File: src/rtl/core/grq_pkg.sv
`default_nettype none

package grq_pkg;

  // Fixed field widths of the request and configuration interfaces.
  localparam int unsigned VERTEX_W = 5;
  localparam int unsigned COUNT_W  = 6;
  localparam logic [COUNT_W-1:0] COUNT_RESET = 6'd32;

  // Request type codes as they arrive on the input channel.
  localparam logic [1:0] REQ_ADD   = 2'd0;
  localparam logic [1:0] REQ_QUERY = 2'd1;
  localparam logic [1:0] REQ_CLEAR = 2'd2;

  // Result status codes.
  localparam logic STATUS_OK    = 1'b0;
  localparam logic STATUS_RANGE = 1'b1;

  // Depth of the command queue between front and back.
  localparam int unsigned QUEUE_DEPTH = 2;

  // Classified commands handed from the front to the back.
  typedef enum logic [1:0] {
    OP_ADD,
    OP_QUERY,
    OP_CLEAR,
    OP_ERROR
  } cmd_op_e;

  typedef struct packed {
    cmd_op_e             op;
    logic [VERTEX_W-1:0] src;
    logic [VERTEX_W-1:0] dst;
  } cmd_t;

endpackage

`default_nettype wire

File: src/rtl/core/graph_reachability_query_core.sv
`default_nettype none

// Directed-graph reachability engine over an adjacency bit matrix.
// Input channel (in_valid_i/in_ready_o) takes one request per transaction:
// add an arc, clear the graph, or ask whether target is reachable from source.
// Output channel (out_valid_o/out_ready_i) returns one transaction per query
// with reachable_o and status_o; add, clear and unknown requests return none.
// cfg_we_i/cfg_wdata_i write vertex_count, the number of vertices in use.
// The front classifies requests into a two-entry command queue, so up to two
// kept requests wait while the back is busy; dropped requests are taken
// whenever the queue has room. Commands reach the back through the queue.
// Add arc: a row read, then a merged row write.
// Clear and out-of-range query: handled in the idle state alone.
// Query: the back sweeps rows 0..L-1 of the adjacency RAM, one read per cycle,
// where L is the active vertex limit. Sweeps repeat until one sweep adds no
// vertex, and each sweep reads its rows one at a time through the single
// read port of the adjacency RAM.
// Reset empties the graph at once through per-row valid bits, with no
// clearing pass, and sets vertex_count to 32.
// A stalled receiver holds the result register; the back takes no further
// command until it is taken, while the queue keeps accepting until full.
module graph_reachability_query_core #(
  parameter int unsigned NUM_VERTICES = 32
) (
  input  wire logic                           clk_i,
  input  wire logic                           rst_ni,
  input  wire logic                           cfg_we_i,
  input  wire logic [grq_pkg::COUNT_W-1:0]    cfg_wdata_i,
  input  wire logic                           in_valid_i,
  output logic                                in_ready_o,
  input  wire logic [1:0]                     req_type_i,
  input  wire logic [grq_pkg::VERTEX_W-1:0]   source_vertex_i,
  input  wire logic [grq_pkg::VERTEX_W-1:0]   target_vertex_i,
  output logic                                out_valid_o,
  input  wire logic                           out_ready_i,
  output logic                                reachable_o,
  output logic                                status_o
);

  import grq_pkg::*;

  localparam int unsigned LIM_W = $clog2(NUM_VERTICES + 1);

  logic [COUNT_W-1:0] vertex_count_q;
  logic [LIM_W-1:0]   lim;
  logic               push_valid, push_ready;
  cmd_t               push_cmd;
  logic               pop_valid, pop_ready;
  cmd_t               pop_cmd;

  // Configuration register.
  always_ff @(posedge clk_i or negedge rst_ni) begin
    if (!rst_ni) begin
      vertex_count_q <= COUNT_RESET;
    end else if (cfg_we_i) begin
      vertex_count_q <= cfg_wdata_i;
    end
  end

  // Active limit is the smaller of vertex_count and the graph size.
  assign lim = (32'(vertex_count_q) < NUM_VERTICES) ? LIM_W'(vertex_count_q)
                                                    : LIM_W'(NUM_VERTICES);

  grq_front #(
    .NUM_VERTICES (NUM_VERTICES)
  ) u_front (
    .in_valid_i      (in_valid_i),
    .in_ready_o      (in_ready_o),
    .req_type_i      (req_type_i),
    .source_vertex_i (source_vertex_i),
    .target_vertex_i (target_vertex_i),
    .lim_i           (lim),
    .push_valid_o    (push_valid),
    .push_ready_i    (push_ready),
    .push_cmd_o      (push_cmd)
  );

  grq_queue u_queue (
    .clk_i        (clk_i),
    .rst_ni       (rst_ni),
    .push_valid_i (push_valid),
    .push_ready_o (push_ready),
    .push_cmd_i   (push_cmd),
    .pop_valid_o  (pop_valid),
    .pop_ready_i  (pop_ready),
    .pop_cmd_o    (pop_cmd)
  );

  grq_back #(
    .NUM_VERTICES (NUM_VERTICES)
  ) u_back (
    .clk_i       (clk_i),
    .rst_ni      (rst_ni),
    .lim_i       (lim),
    .cmd_valid_i (pop_valid),
    .cmd_ready_o (pop_ready),
    .cmd_i       (pop_cmd),
    .out_valid_o (out_valid_o),
    .out_ready_i (out_ready_i),
    .reachable_o (reachable_o),
    .status_o    (status_o)
  );

  // An out-of-range result never reports a path.
  assert property (@(posedge clk_i) disable iff (!rst_ni)
    (out_valid_o && (status_o == STATUS_RANGE)) |-> !reachable_o)
    else $error("range error reported with reachable set");

  // The back only takes a command while the result register is empty.
  assert property (@(posedge clk_i) disable iff (!rst_ni)
    pop_ready |-> !out_valid_o)
    else $error("back took a command while a result was pending");

  // A full queue that refuses input must hold work for the back.
  assert property (@(posedge clk_i) disable iff (!rst_ni)
    !in_ready_o |-> pop_valid)
    else $error("input stalled with an empty command queue");

endmodule

`default_nettype wire

File: src/rtl/core/grq_ram.sv
`default_nettype none

module grq_ram #(
  parameter int unsigned WIDTH = 32,
  parameter int unsigned DEPTH = 32
) (
  input  wire logic                     clk_i,
  input  wire logic                     we_i,
  input  wire logic [$clog2(DEPTH)-1:0] waddr_i,
  input  wire logic [WIDTH-1:0]         wdata_i,
  input  wire logic                     re_i,
  input  wire logic [$clog2(DEPTH)-1:0] raddr_i,
  output logic      [WIDTH-1:0]         rdata_o
);

  logic [WIDTH-1:0] mem_q [DEPTH];
  logic [WIDTH-1:0] rdata_q;

  // One write port and one registered read port.
  always_ff @(posedge clk_i) begin
    if (we_i) begin
      mem_q[waddr_i] <= wdata_i;
    end
    if (re_i) begin
      rdata_q <= mem_q[raddr_i];
    end
  end

  assign rdata_o = rdata_q;

endmodule

`default_nettype wire

File: src/rtl/core/grq_queue.sv
`default_nettype none

module grq_queue (
  input  wire logic          clk_i,
  input  wire logic          rst_ni,
  input  wire logic          push_valid_i,
  output logic               push_ready_o,
  input  wire grq_pkg::cmd_t push_cmd_i,
  output logic               pop_valid_o,
  input  wire logic          pop_ready_i,
  output grq_pkg::cmd_t      pop_cmd_o
);

  import grq_pkg::*;

  localparam int unsigned PTR_W = (QUEUE_DEPTH > 1) ? $clog2(QUEUE_DEPTH) : 1;
  localparam int unsigned CNT_W = $clog2(QUEUE_DEPTH + 1);

  cmd_t             entry_q [QUEUE_DEPTH];
  logic [PTR_W-1:0] wr_ptr_q, wr_ptr_d;
  logic [PTR_W-1:0] rd_ptr_q, rd_ptr_d;
  logic [CNT_W-1:0] count_q, count_d;
  logic             push, pop;

  assign push_ready_o = (count_q != CNT_W'(QUEUE_DEPTH));
  assign pop_valid_o  = (count_q != '0);
  assign pop_cmd_o    = entry_q[rd_ptr_q];

  assign push = push_valid_i && push_ready_o;
  assign pop  = pop_valid_o && pop_ready_i;

  // Pointer and fill-count update, wrapping at the queue depth.
  always_comb begin
    wr_ptr_d = wr_ptr_q;
    rd_ptr_d = rd_ptr_q;
    count_d  = count_q;
    if (push) begin
      wr_ptr_d = (32'(wr_ptr_q) == QUEUE_DEPTH - 1) ? '0 : wr_ptr_q + 1'b1;
    end
    if (pop) begin
      rd_ptr_d = (32'(rd_ptr_q) == QUEUE_DEPTH - 1) ? '0 : rd_ptr_q + 1'b1;
    end
    if (push && !pop) begin
      count_d = count_q + 1'b1;
    end else if (pop && !push) begin
      count_d = count_q - 1'b1;
    end
  end

  always_ff @(posedge clk_i or negedge rst_ni) begin
    if (!rst_ni) begin
      wr_ptr_q <= '0;
      rd_ptr_q <= '0;
      count_q  <= '0;
    end else begin
      wr_ptr_q <= wr_ptr_d;
      rd_ptr_q <= rd_ptr_d;
      count_q  <= count_d;
    end
  end

  // Entry storage carries payload only.
  always_ff @(posedge clk_i) begin
    if (push) begin
      entry_q[wr_ptr_q] <= push_cmd_i;
    end
  end

endmodule

`default_nettype wire

File: src/rtl/core/grq_front.sv
`default_nettype none

module grq_front #(
  parameter int unsigned NUM_VERTICES = 32
) (
  input  wire logic                                 in_valid_i,
  output logic                                      in_ready_o,
  input  wire logic [1:0]                           req_type_i,
  input  wire logic [grq_pkg::VERTEX_W-1:0]         source_vertex_i,
  input  wire logic [grq_pkg::VERTEX_W-1:0]         target_vertex_i,
  input  wire logic [$clog2(NUM_VERTICES+1)-1:0]    lim_i,
  output logic                                      push_valid_o,
  input  wire logic                                 push_ready_i,
  output grq_pkg::cmd_t                             push_cmd_o
);

  import grq_pkg::*;

  logic ok;
  logic keep;

  // Both indices must fall below the active vertex limit.
  assign ok = (32'(source_vertex_i) < 32'(lim_i)) && (32'(target_vertex_i) < 32'(lim_i));

  // Classify the request; ignored requests are taken and dropped here.
  always_comb begin
    keep          = 1'b0;
    push_cmd_o.op = OP_ADD;
    push_cmd_o.src = source_vertex_i;
    push_cmd_o.dst = target_vertex_i;
    unique case (req_type_i)
      REQ_ADD: begin
        keep          = ok;
        push_cmd_o.op = OP_ADD;
      end
      REQ_QUERY: begin
        keep          = 1'b1;
        push_cmd_o.op = ok ? OP_QUERY : OP_ERROR;
      end
      REQ_CLEAR: begin
        keep          = 1'b1;
        push_cmd_o.op = OP_CLEAR;
      end
      default: begin
        keep = 1'b0;
      end
    endcase
  end

  assign in_ready_o   = push_ready_i;
  assign push_valid_o = in_valid_i && keep;

endmodule

`default_nettype wire

File: src/rtl/core/grq_back.sv
`default_nettype none

module grq_back #(
  parameter int unsigned NUM_VERTICES = 32
) (
  input  wire logic                              clk_i,
  input  wire logic                              rst_ni,
  input  wire logic [$clog2(NUM_VERTICES+1)-1:0] lim_i,
  input  wire logic                              cmd_valid_i,
  output logic                                   cmd_ready_o,
  input  wire grq_pkg::cmd_t                     cmd_i,
  output logic                                   out_valid_o,
  input  wire logic                              out_ready_i,
  output logic                                   reachable_o,
  output logic                                   status_o
);

  import grq_pkg::*;

  localparam int unsigned VW    = (NUM_VERTICES > 1) ? $clog2(NUM_VERTICES) : 1;
  localparam int unsigned LIM_W = $clog2(NUM_VERTICES + 1);

  localparam int unsigned ST_W      = 2;
  localparam logic [ST_W-1:0] ST_IDLE   = 2'd0;
  localparam logic [ST_W-1:0] ST_ADD_WR = 2'd1;
  localparam logic [ST_W-1:0] ST_QUERY  = 2'd2;

  logic [ST_W-1:0]         state_q, state_d;
  logic [VW-1:0]           src_q, src_d;
  logic [VW-1:0]           dst_q, dst_d;
  logic [LIM_W-1:0]        idx_q, idx_d;
  logic                    pend_q, pend_d;
  logic [VW-1:0]           pend_idx_q, pend_idx_d;
  logic                    sweep_chg_q, sweep_chg_d;
  logic [NUM_VERTICES-1:0] visited_q, visited_d;
  logic [NUM_VERTICES-1:0] row_valid_q, row_valid_d;
  logic                    res_valid_q, res_valid_d;
  logic                    res_reach_q, res_reach_d;
  logic                    res_status_q, res_status_d;

  logic                    ram_re;
  logic [VW-1:0]           ram_raddr;
  logic                    ram_we;
  logic [NUM_VERTICES-1:0] ram_wdata;
  logic [NUM_VERTICES-1:0] ram_rdata;

  logic [VW-1:0]           cmd_src;
  logic [VW-1:0]           cmd_dst;
  logic [NUM_VERTICES-1:0] lim_mask;
  logic [NUM_VERTICES-1:0] add_row;
  logic [NUM_VERTICES-1:0] qry_row;
  logic [NUM_VERTICES-1:0] new_bits;
  logic                    last_row;

  grq_ram #(
    .WIDTH (NUM_VERTICES),
    .DEPTH (NUM_VERTICES)
  ) u_adj_ram (
    .clk_i   (clk_i),
    .we_i    (ram_we),
    .waddr_i (src_q),
    .wdata_i (ram_wdata),
    .re_i    (ram_re),
    .raddr_i (ram_raddr),
    .rdata_o (ram_rdata)
  );

  assign cmd_src = VW'(cmd_i.src);
  assign cmd_dst = VW'(cmd_i.dst);

  // Bits of vertices below the active limit.
  always_comb begin
    for (int i = 0; i < NUM_VERTICES; i++) begin
      lim_mask[i] = (i < 32'(lim_i));
    end
  end

  // Rows never written since reset or the last clear read as empty.
  assign add_row  = row_valid_q[src_q] ? ram_rdata : '0;
  assign qry_row  = row_valid_q[pend_idx_q] ? ram_rdata : '0;
  assign new_bits = visited_q[pend_idx_q] ? (qry_row & lim_mask & ~visited_q) : '0;
  assign last_row = ((LIM_W'(pend_idx_q) + 1'b1) == lim_i);

  assign cmd_ready_o = (state_q == ST_IDLE) && !res_valid_q;

  // Command sequencer: edge insert, graph clear, range-error result and sweep-based closure.
  always_comb begin
    state_d      = state_q;
    src_d        = src_q;
    dst_d        = dst_q;
    idx_d        = idx_q;
    pend_d       = pend_q;
    pend_idx_d   = pend_idx_q;
    sweep_chg_d  = sweep_chg_q;
    visited_d    = visited_q;
    row_valid_d  = row_valid_q;
    res_valid_d  = res_valid_q;
    res_reach_d  = res_reach_q;
    res_status_d = res_status_q;
    ram_re       = 1'b0;
    ram_raddr    = cmd_src;
    ram_we       = 1'b0;
    ram_wdata    = add_row | (NUM_VERTICES'(1) << dst_q);

    if (res_valid_q && out_ready_i) begin
      res_valid_d = 1'b0;
    end

    unique case (state_q)
      ST_IDLE: begin
        if (cmd_valid_i && cmd_ready_o) begin
          src_d = cmd_src;
          dst_d = cmd_dst;
          unique case (cmd_i.op)
            OP_ADD: begin
              ram_re    = 1'b1;
              ram_raddr = cmd_src;
              state_d   = ST_ADD_WR;
            end
            OP_QUERY: begin
              visited_d   = NUM_VERTICES'(1) << cmd_src;
              idx_d       = '0;
              pend_d      = 1'b0;
              sweep_chg_d = 1'b0;
              state_d     = ST_QUERY;
            end
            OP_CLEAR: begin
              row_valid_d = '0;
              visited_d   = '0;
            end
            OP_ERROR: begin
              res_valid_d  = 1'b1;
              res_reach_d  = 1'b0;
              res_status_d = STATUS_RANGE;
            end
            default: begin
              state_d = ST_IDLE;
            end
          endcase
        end
      end
      ST_ADD_WR: begin
        // Merge the new arc into the row read in the previous cycle.
        ram_we             = 1'b1;
        row_valid_d[src_q] = 1'b1;
        state_d            = ST_IDLE;
      end
      ST_QUERY: begin
        // Issue one row read per cycle while the sweep has rows left.
        pend_d     = (idx_q < lim_i);
        pend_idx_d = idx_q[VW-1:0];
        if (idx_q < lim_i) begin
          ram_re    = 1'b1;
          ram_raddr = idx_q[VW-1:0];
          idx_d     = idx_q + 1'b1;
        end
        // Fold in the row that arrived this cycle.
        if (pend_q) begin
          visited_d = visited_q | new_bits;
          if (last_row) begin
            if (sweep_chg_q || (new_bits != '0)) begin
              idx_d       = '0;
              sweep_chg_d = 1'b0;
            end else begin
              res_valid_d  = 1'b1;
              res_reach_d  = visited_q[dst_q];
              res_status_d = STATUS_OK;
              state_d      = ST_IDLE;
            end
          end else begin
            sweep_chg_d = sweep_chg_q || (new_bits != '0);
          end
        end
      end
      default: begin
        state_d = ST_IDLE;
      end
    endcase
  end

  always_ff @(posedge clk_i or negedge rst_ni) begin
    if (!rst_ni) begin
      state_q     <= ST_IDLE;
      idx_q       <= '0;
      pend_q      <= 1'b0;
      sweep_chg_q <= 1'b0;
      visited_q   <= '0;
      row_valid_q <= '0;
      res_valid_q <= 1'b0;
    end else begin
      state_q     <= state_d;
      idx_q       <= idx_d;
      pend_q      <= pend_d;
      sweep_chg_q <= sweep_chg_d;
      visited_q   <= visited_d;
      row_valid_q <= row_valid_d;
      res_valid_q <= res_valid_d;
    end
  end

  // Payload registers.
  always_ff @(posedge clk_i) begin
    src_q        <= src_d;
    dst_q        <= dst_d;
    pend_idx_q   <= pend_idx_d;
    res_reach_q  <= res_reach_d;
    res_status_q <= res_status_d;
  end

  assign out_valid_o = res_valid_q;
  assign reachable_o = res_reach_q;
  assign status_o    = res_status_q;

endmodule

`default_nettype wire
File: config.mk
export PLATFORM = sky130hd
export DESIGN_NAME = graph_reachability_query_core
export DESIGN_NICKNAME = d
export VERILOG_FILES = /design/src/rtl/core/grq_pkg.sv /design/src/rtl/core/graph_reachability_query_core.sv /design/src/rtl/core/grq_ram.sv /design/src/rtl/core/grq_queue.sv /design/src/rtl/core/grq_front.sv /design/src/rtl/core/grq_back.sv
export SDC_FILE = /design/constraint.sdc
export NUM_CORES = 2
export LEC_CHECK = 0
export BUFFER_PORTS_ARGS = -buffer_cell sky130_fd_sc_hd__clkbuf_2
export CORE_MARGIN = 2
export CORE_UTILIZATION = 57
export CTS_BUF_LIST = sky130_fd_sc_hd__clkbuf_4 sky130_fd_sc_hd__clkbuf_8 sky130_fd_sc_hd__clkbuf_16
export CTS_CLUSTER_SIZE = 8
export DETAILED_ROUTE_END_ITERATION = 12
export GPL_ROUTABILITY_DRIVEN = 0
export GPL_TIMING_DRIVEN = 0
export PLACE_DENSITY = 0.81
export SYNTH_ARGS = -nofsm -noshare
export SYNTH_HDL_FRONTEND = slang
export SYNTH_HIERARCHICAL = 1
export SYNTH_SLANG_ARGS = --single-unit
export TNS_END_PERCENT = 100
File: constraint.sdc
create_clock -name clk_i -period 4.27 [get_ports clk_i]
set_input_delay 0.6405 -clock clk_i [delete_from_list [all_inputs] [get_ports clk_i]]
set_output_delay 0.6405 -clock clk_i [all_outputs]
set_load 0.005 [all_outputs]
Word level (Yosys, flattened, before mapping) --
Memory sizes are Yosys's and may differ from the RTL's. A register that Yosys moved wholly into a read port is not among the register bits. Index checks and enable logic that the tools add are counted.
Word-level totals: memory bits (writable) 1048, input bits 23, bits in registers 102, word-level logic and storage cells 198, memories 2, output and inout bits 4
Cells by class: multiplexer cells 78, add/sub/neg operators 6, eq/ne operators 19, shift operators 2, bitwise operators 6, reduce and logical (&&, ||, !) cells 29, $lt $le $gt $ge 40
Memories:
- u_back.u_adj_ram.mem_q | depth 32, bits a word 32, read ports 1, clocked after Yosys merged registers in 1, write ports 1, RTL line grq_ram.sv:16 | logic [WIDTH-1:0] mem_q [DEPTH];
- u_queue.entry_q | depth 2, bits a word 12, read ports 1, clocked after Yosys merged registers in 0, write ports 1, RTL line grq_queue.sv:19 | cmd_t entry_q [QUEUE_DEPTH];
Operator list (number):
- two-way mux 32 bit | 7
- one-hot mux 32 bit (2 select lines) | 3
- < comparator 5 x 6 -> 1 bit (first input constant) | 16
- OR 32 bit | 3
- AND 32 bit | 2
- << shifter 1 x 5 -> 32 bit (first input constant) | 2
- < comparator 4 x 6 -> 1 bit (first input constant) | 8
- two-way mux 6 bit | 7
- two-way mux 1 bit | 36
- NOT 32 bit | 1
- nonzero test 32 bit | 1
- < comparator 3 x 6 -> 1 bit (first input constant) | 4
- binary-select mux 1 bit (select 5 bit) | 4
- < comparator 5 x 6 -> 1 bit (second input constant) | 3
- two-way mux 2 bit | 7
- one-hot mux 1 bit (2 select lines) | 7
- < comparator 1 x 6 -> 1 bit (first input constant) | 2
- < comparator 2 x 6 -> 1 bit (first input constant) | 2
- < comparator 5 x 6 -> 1 bit | 2
- inequality test 2 bit (second input constant) | 6
- one-hot mux 2 bit (2 select lines) | 3
- one-hot mux 6 bit (2 select lines) | 1
- two-way mux 5 bit | 2
- AND reduction 5 bit | 2
- other kinds (24) | 49

Longest topological paths before layout --
word-level depth 12, depth in mapped cells 18, gate-level depth less buffers 14

Hierarchy --
Netlist, hierarchy kept.
By module, submodules not included:
- grq_ram | area an instance 40812.9 um2, sequential area each 31710.4 um2, cells each 2260, instances 1
- grq_back | area an instance 6439.9 um2, sequential area each 2387.3 um2, cells each 762, instances 1
- grq_queue | area an instance 1078.5 um2, sequential area each 820.8 um2, cells each 55, instances 1
- grq_front | area an instance 381.6 um2, sequential area each 0.0 um2, cells each 49, instances 1
- graph_reachability_query_core | area an instance 284.0 um2, sequential area each 151.4 um2, cells each 18, instances 1

Worst setup path before layout --
No wires, ideal clock.
path type register -> register, start point register vertex_count_q[5], end point register u_back.u_adj_ram.rdata_q[25] (netlist: u_back/u_adj_ram/rdata_o[25]) (read register of u_back.u_adj_ram.mem_q), data pin, arrival time 3.840 ns, setup time 0.263 ns, cell stages (with the launch flop) 19, data required time 4.007 ns, clock period less this slack 4.103 ns, slack 0.167 ns, path buffers 6, cells stage by stage dfstp_2 > nor2b_1 > buf_2 > buf_1 > inv_1 > ha_1 > a2111oi_0 > nor4_1 > a211oi_2 > nand2_1 > mux2_2 > buf_4 > buf_6 > buf_6 > buf_6 > mux2i_1 > a22oi_1 > a31oi_1 > nand3_1
Between the ends: cells in the longest elaborated chain, start to end 5, elaborated cells on any way between the ends 7, classes of those cells order compare (2); mux (5)
Ends and longest elaborated chain:
- from (decl) | RTL line graph_reachability_query_core.sv:44 | logic [COUNT_W-1:0] vertex_count_q;
- from (signal assigned) | RTL line graph_reachability_query_core.sv:56 | vertex_count_q <= cfg_wdata_i;
- < comparator 6 bit | RTL line graph_reachability_query_core.sv:61 | assign lim = (32'(vertex_count_q) < NUM_VERTICES) ? LIM_W'(vertex_count_q)
- two-way mux 6 bit | RTL line graph_reachability_query_core.sv:61
- net lim[1] | RTL line graph_reachability_query_core.sv:45 | logic [LIM_W-1:0] lim;
- < comparator 6 bit | RTL line grq_back.sv:152 | if (idx_q < lim_i) begin
- two-way mux 5 bit | RTL line grq_back.sv:152
- two-way mux 5 bit
- net u_back.ram_raddr[0] | RTL line grq_back.sv:42 | logic [VW-1:0] ram_raddr;
- to (decl) | RTL line grq_ram.sv:17 | logic [WIDTH-1:0] rdata_q;
The timed path passes the listed nets, and every way through them passes these cells. A chain may end at the register's enable or synchronous reset.

Worst setup path in the final report --
start point register vertex_count_q[5], end point register u_back.u_adj_ram.rdata_q[12] (netlist: u_back/u_adj_ram/rdata_o[12]) (read register of u_back.u_adj_ram.mem_q), data pin
Same word-level chain as after synthesis.

==> out/results.ini <==
[sta]
rsz0062_at_grt = yes
period_share_pct = 105
hold_viol_final = 0
relSlewSlack_pct = 8.68
clock_skew_ns = 0.0207
max_slew.worst_pin.slew_ns = 1.37
setup_viol = 24
hold_slack_ns = 0.127
layout_setup_ws_ns = -0.199
slew_viol_final = 0
max_freq_mhz = 224
final.setup.tns_ns = -1.13
fin_crit_ns = 4.47

[finish]
drive_gt1_share_pct = 18.6
n_fill_cell = 5220
final_cell_mix = edfxtp_1 (1097), mux2i_1 (505), a21oi_1 (208), nand2_1 (189), clkbuf_16 (169)
seqCellArea_um2 = 35100
postLayoutCoreUtil_pct = 67.6
final_nets = 3435
n_antenna_cell = 0
instances_no_fill = 4572
final_common_cell = edfxtp_1
fin_area_um2 = 57600
multiInputGateArea_um2 = 13700
areaGrowthSynthToFinish_pct = 17.5

[power]
leakage_nw = 20.6
vdd_drop_max_uv = 524
power.density_nw_per_um2 = 821
power.total_mw = 47.3

[route]
dr_total_vias = 31195
drt_iter0_drc = 5208
vias_per_cell = 6.82
wire_per_inst_um = 30.1
dr.pass1.iters = 8
routed_wl_um = 138000
drc = 0
antenna_left = 0

[worst_setup_path]
critical_path.max_stage_delay_ns = 0.51
critPathCaptureType = register
crit_path_start_kind = register
arrival_ns = 4.92
cp_cell_sequence = nor2b_4 > buf_12 > inv_1 > ha_1 > a2111oi_4 > nor4_2 > a211oi_2 > nand2_2 > mux2_4 > and2_1 > buf_6 > buf_2 > a21oi_1 > a31oi_2 > nand3_1
critPathKind = register to register
path_buf_inv = 4
cp_top_family = compound AO/OA/AOI/OAI gates
cp.required_ns = 4.73
slowest_stage = dfstp_4
crit_fanout = 10

[cts]
clk_latency_ns = 0.75
root_buffer = clkbuf_16
htreeDepth = 4
cts_made_buffers = 165
clockBufferDepth = 3
cts_tree = built
cts.sinks = 1182
clkTransAtPathRegs_ns = 0.05

[placement]
dp_cells = 4361
port-buffer-count = 25
pre_cts_ws_ns = -2.23
dp_hpwl_um = 83400
post_dp_cell_area_um2 = 51800

[logic_synthesis]
ys_types = 79
syn_nets = 3187
ys_async_sr_fraction_pct = 7.19
yosys_most_used_dff = edfxtp_1
synth_edf_count = 1097
synth_cells = 3144
ys_warn_count = 6
syn_avg_cell_area_um2 = 15.6
ys_seq_area_share_pct = 71.6
synth_area_um2 = 49000
ys_seq_elements = 1182

[floorplanning]
die_h_um = 297
die_w_um = 297
start_util_pct = 57.5
pin_count = 27
fp-row-count = 107
die_area_um2 = 88300
coreArea_um2 = 85100

[run]
drv.max_cap_violation_count = 0

[run_status]
outcome = complete, but fails checks
violations = negative setup slack

[grt]
grt_max_degree = 55
grt_pass1_wl_um = 197000
antenna_found_initial = 0
grt_overflow_total = 0
grt_pass1_vias = 30836
grt_use_total_pct = 30.1

[min_path]
hold_path.class = input port to register

[metal layers]
layer / vias up / wire (µm) / GRT usage (%)
met5: - / 0 / 0
met4: 0 / 7160 / 15.9
li1: 12700 / - / -
met1: 15322 / 48400 / 39.5
met3: 505 / 18000 / 7.47
met2: 2668 / 64100 / 46.9
[path summary, 6_finish.rpt]
| path | end | depth (start not counted) | from | slack (ns) |
|---|---|---|---|---|
| worst max-delay path | u_back/u_adj_ram/rdata_o[12] | 15 | vertex_count_q[5] | -0.20 |
| worst min-delay path | vertex_count_q[1] | 2 | cfg_wdata_i[1] | 0.13 |
| worst max register to register | u_back/u_adj_ram/rdata_o[12] | 15 | vertex_count_q[5] | -0.20 |
| worst min register to register | u_queue/wr_ptr_q | 1 | u_queue/wr_ptr_q | 0.49 |
| max in group asynchronous | u_back/visited_q[18] | 3 | rst_ni | 3.18 |
| min in group asynchronous | u_back/row_valid_q[16] | 2 | rst_ni | 0.43 |
[report_power, final]
| part | internal [mW] | leakage, nW | total (mW) | switching (mW) |
|---|---|---|---|---|
| clock network | 7.11 | 2.26 | 11.8 | 4.65 |
| logic | 6.85 | 7.08 | 19.8 | 12.9 |
| registers | 14.9 | 11.3 | 15.8 | 0.906 |
| total | 28.8 | 20.6 | 47.3 | 18.5 |
[sequential cells by signal (all words and copies together) (netlist names), 2 cells and up]
signal                    flops
u_back/dst_q                  5
u_back/idx_q                  6
u_back/pend_idx_q             5
u_back/row_valid_q           32
u_back/src_q                  5
u_back/state_q                2
u_back/u_adj_ram/mem_q     1024
u_back/u_adj_ram/rdata_o     32
u_back/visited_q             32
u_queue/count_q               2
u_queue/entry_q              24
vertex_count_q                6
[cell families (layout without fill, tap and decap cells)]
group / after synthesis / in the layout / share of synthesized area, %
flops: 1182 / 1182 / 71.6
mux: 555 / 555 / 11.9
compound gates: 559 / 559 / 7.41
fa+ha+maj: 23 / 23 / 0.572
buf+inv: 224 / 508 / 2.46
simple gates: 592 / 592 / 5.92
xor+xnor: 9 / 9 / 0.161
[final cells by class]
type                       count  area share, %
clock inverter                12          0.380
sequential                  1182           60.9
tap                         1144           2.49
inverter                      34          0.222
buffer                       186           2.48
multi-input combinational   1738           23.8
timing repair buffer          85           2.12
clock buffer                 191           7.57
[Yosys cell counts (5+ instances only)]
master	instances	area share [%]
a2111oi_0	10	0.18
a211oi_1	5	0.077
a21oi_1	208	2.1
a22o_1	76	1.4
a22oi_1	99	1.5
a31oi_1	48	0.61
a32o_1	5	0.10
and3_1	6	0.077
buf_1	12	0.092
buf_2	40	0.41
buf_4	47	0.72
buf_6	17	0.39
clkbuf_1	71	0.54
dfrtp_1	84	4.3
edfxtp_1	1097	67
ha_1	20	0.51
inv_1	34	0.26
mux2_2	17	0.39
mux2_4	6	0.18
mux2i_1	514	11
mux4_2	18	0.83
nand2_1	190	1.5
nand2b_1	25	0.32
nand3_1	122	1.2
nand3b_1	26	0.40
nand4_1	6	0.077
nor2_1	102	0.78
nor2b_1	24	0.31
nor3_1	47	0.48
nor3b_1	6	0.092
o21ai_0	56	0.57
o31ai_1	13	0.20
or2_2	6	0.077
xnor2_1	6	0.11
[timing repair]
item,in CTS,in global routing
buffers inserted,7,2
pin swaps,17,8
endpoints found under the setup margin,64,224
hold buffers,1,0
cloned,0,1
endpoints found under the hold margin,30,0
resized for setup,178,100
Power figures use the tool's default switching activity.
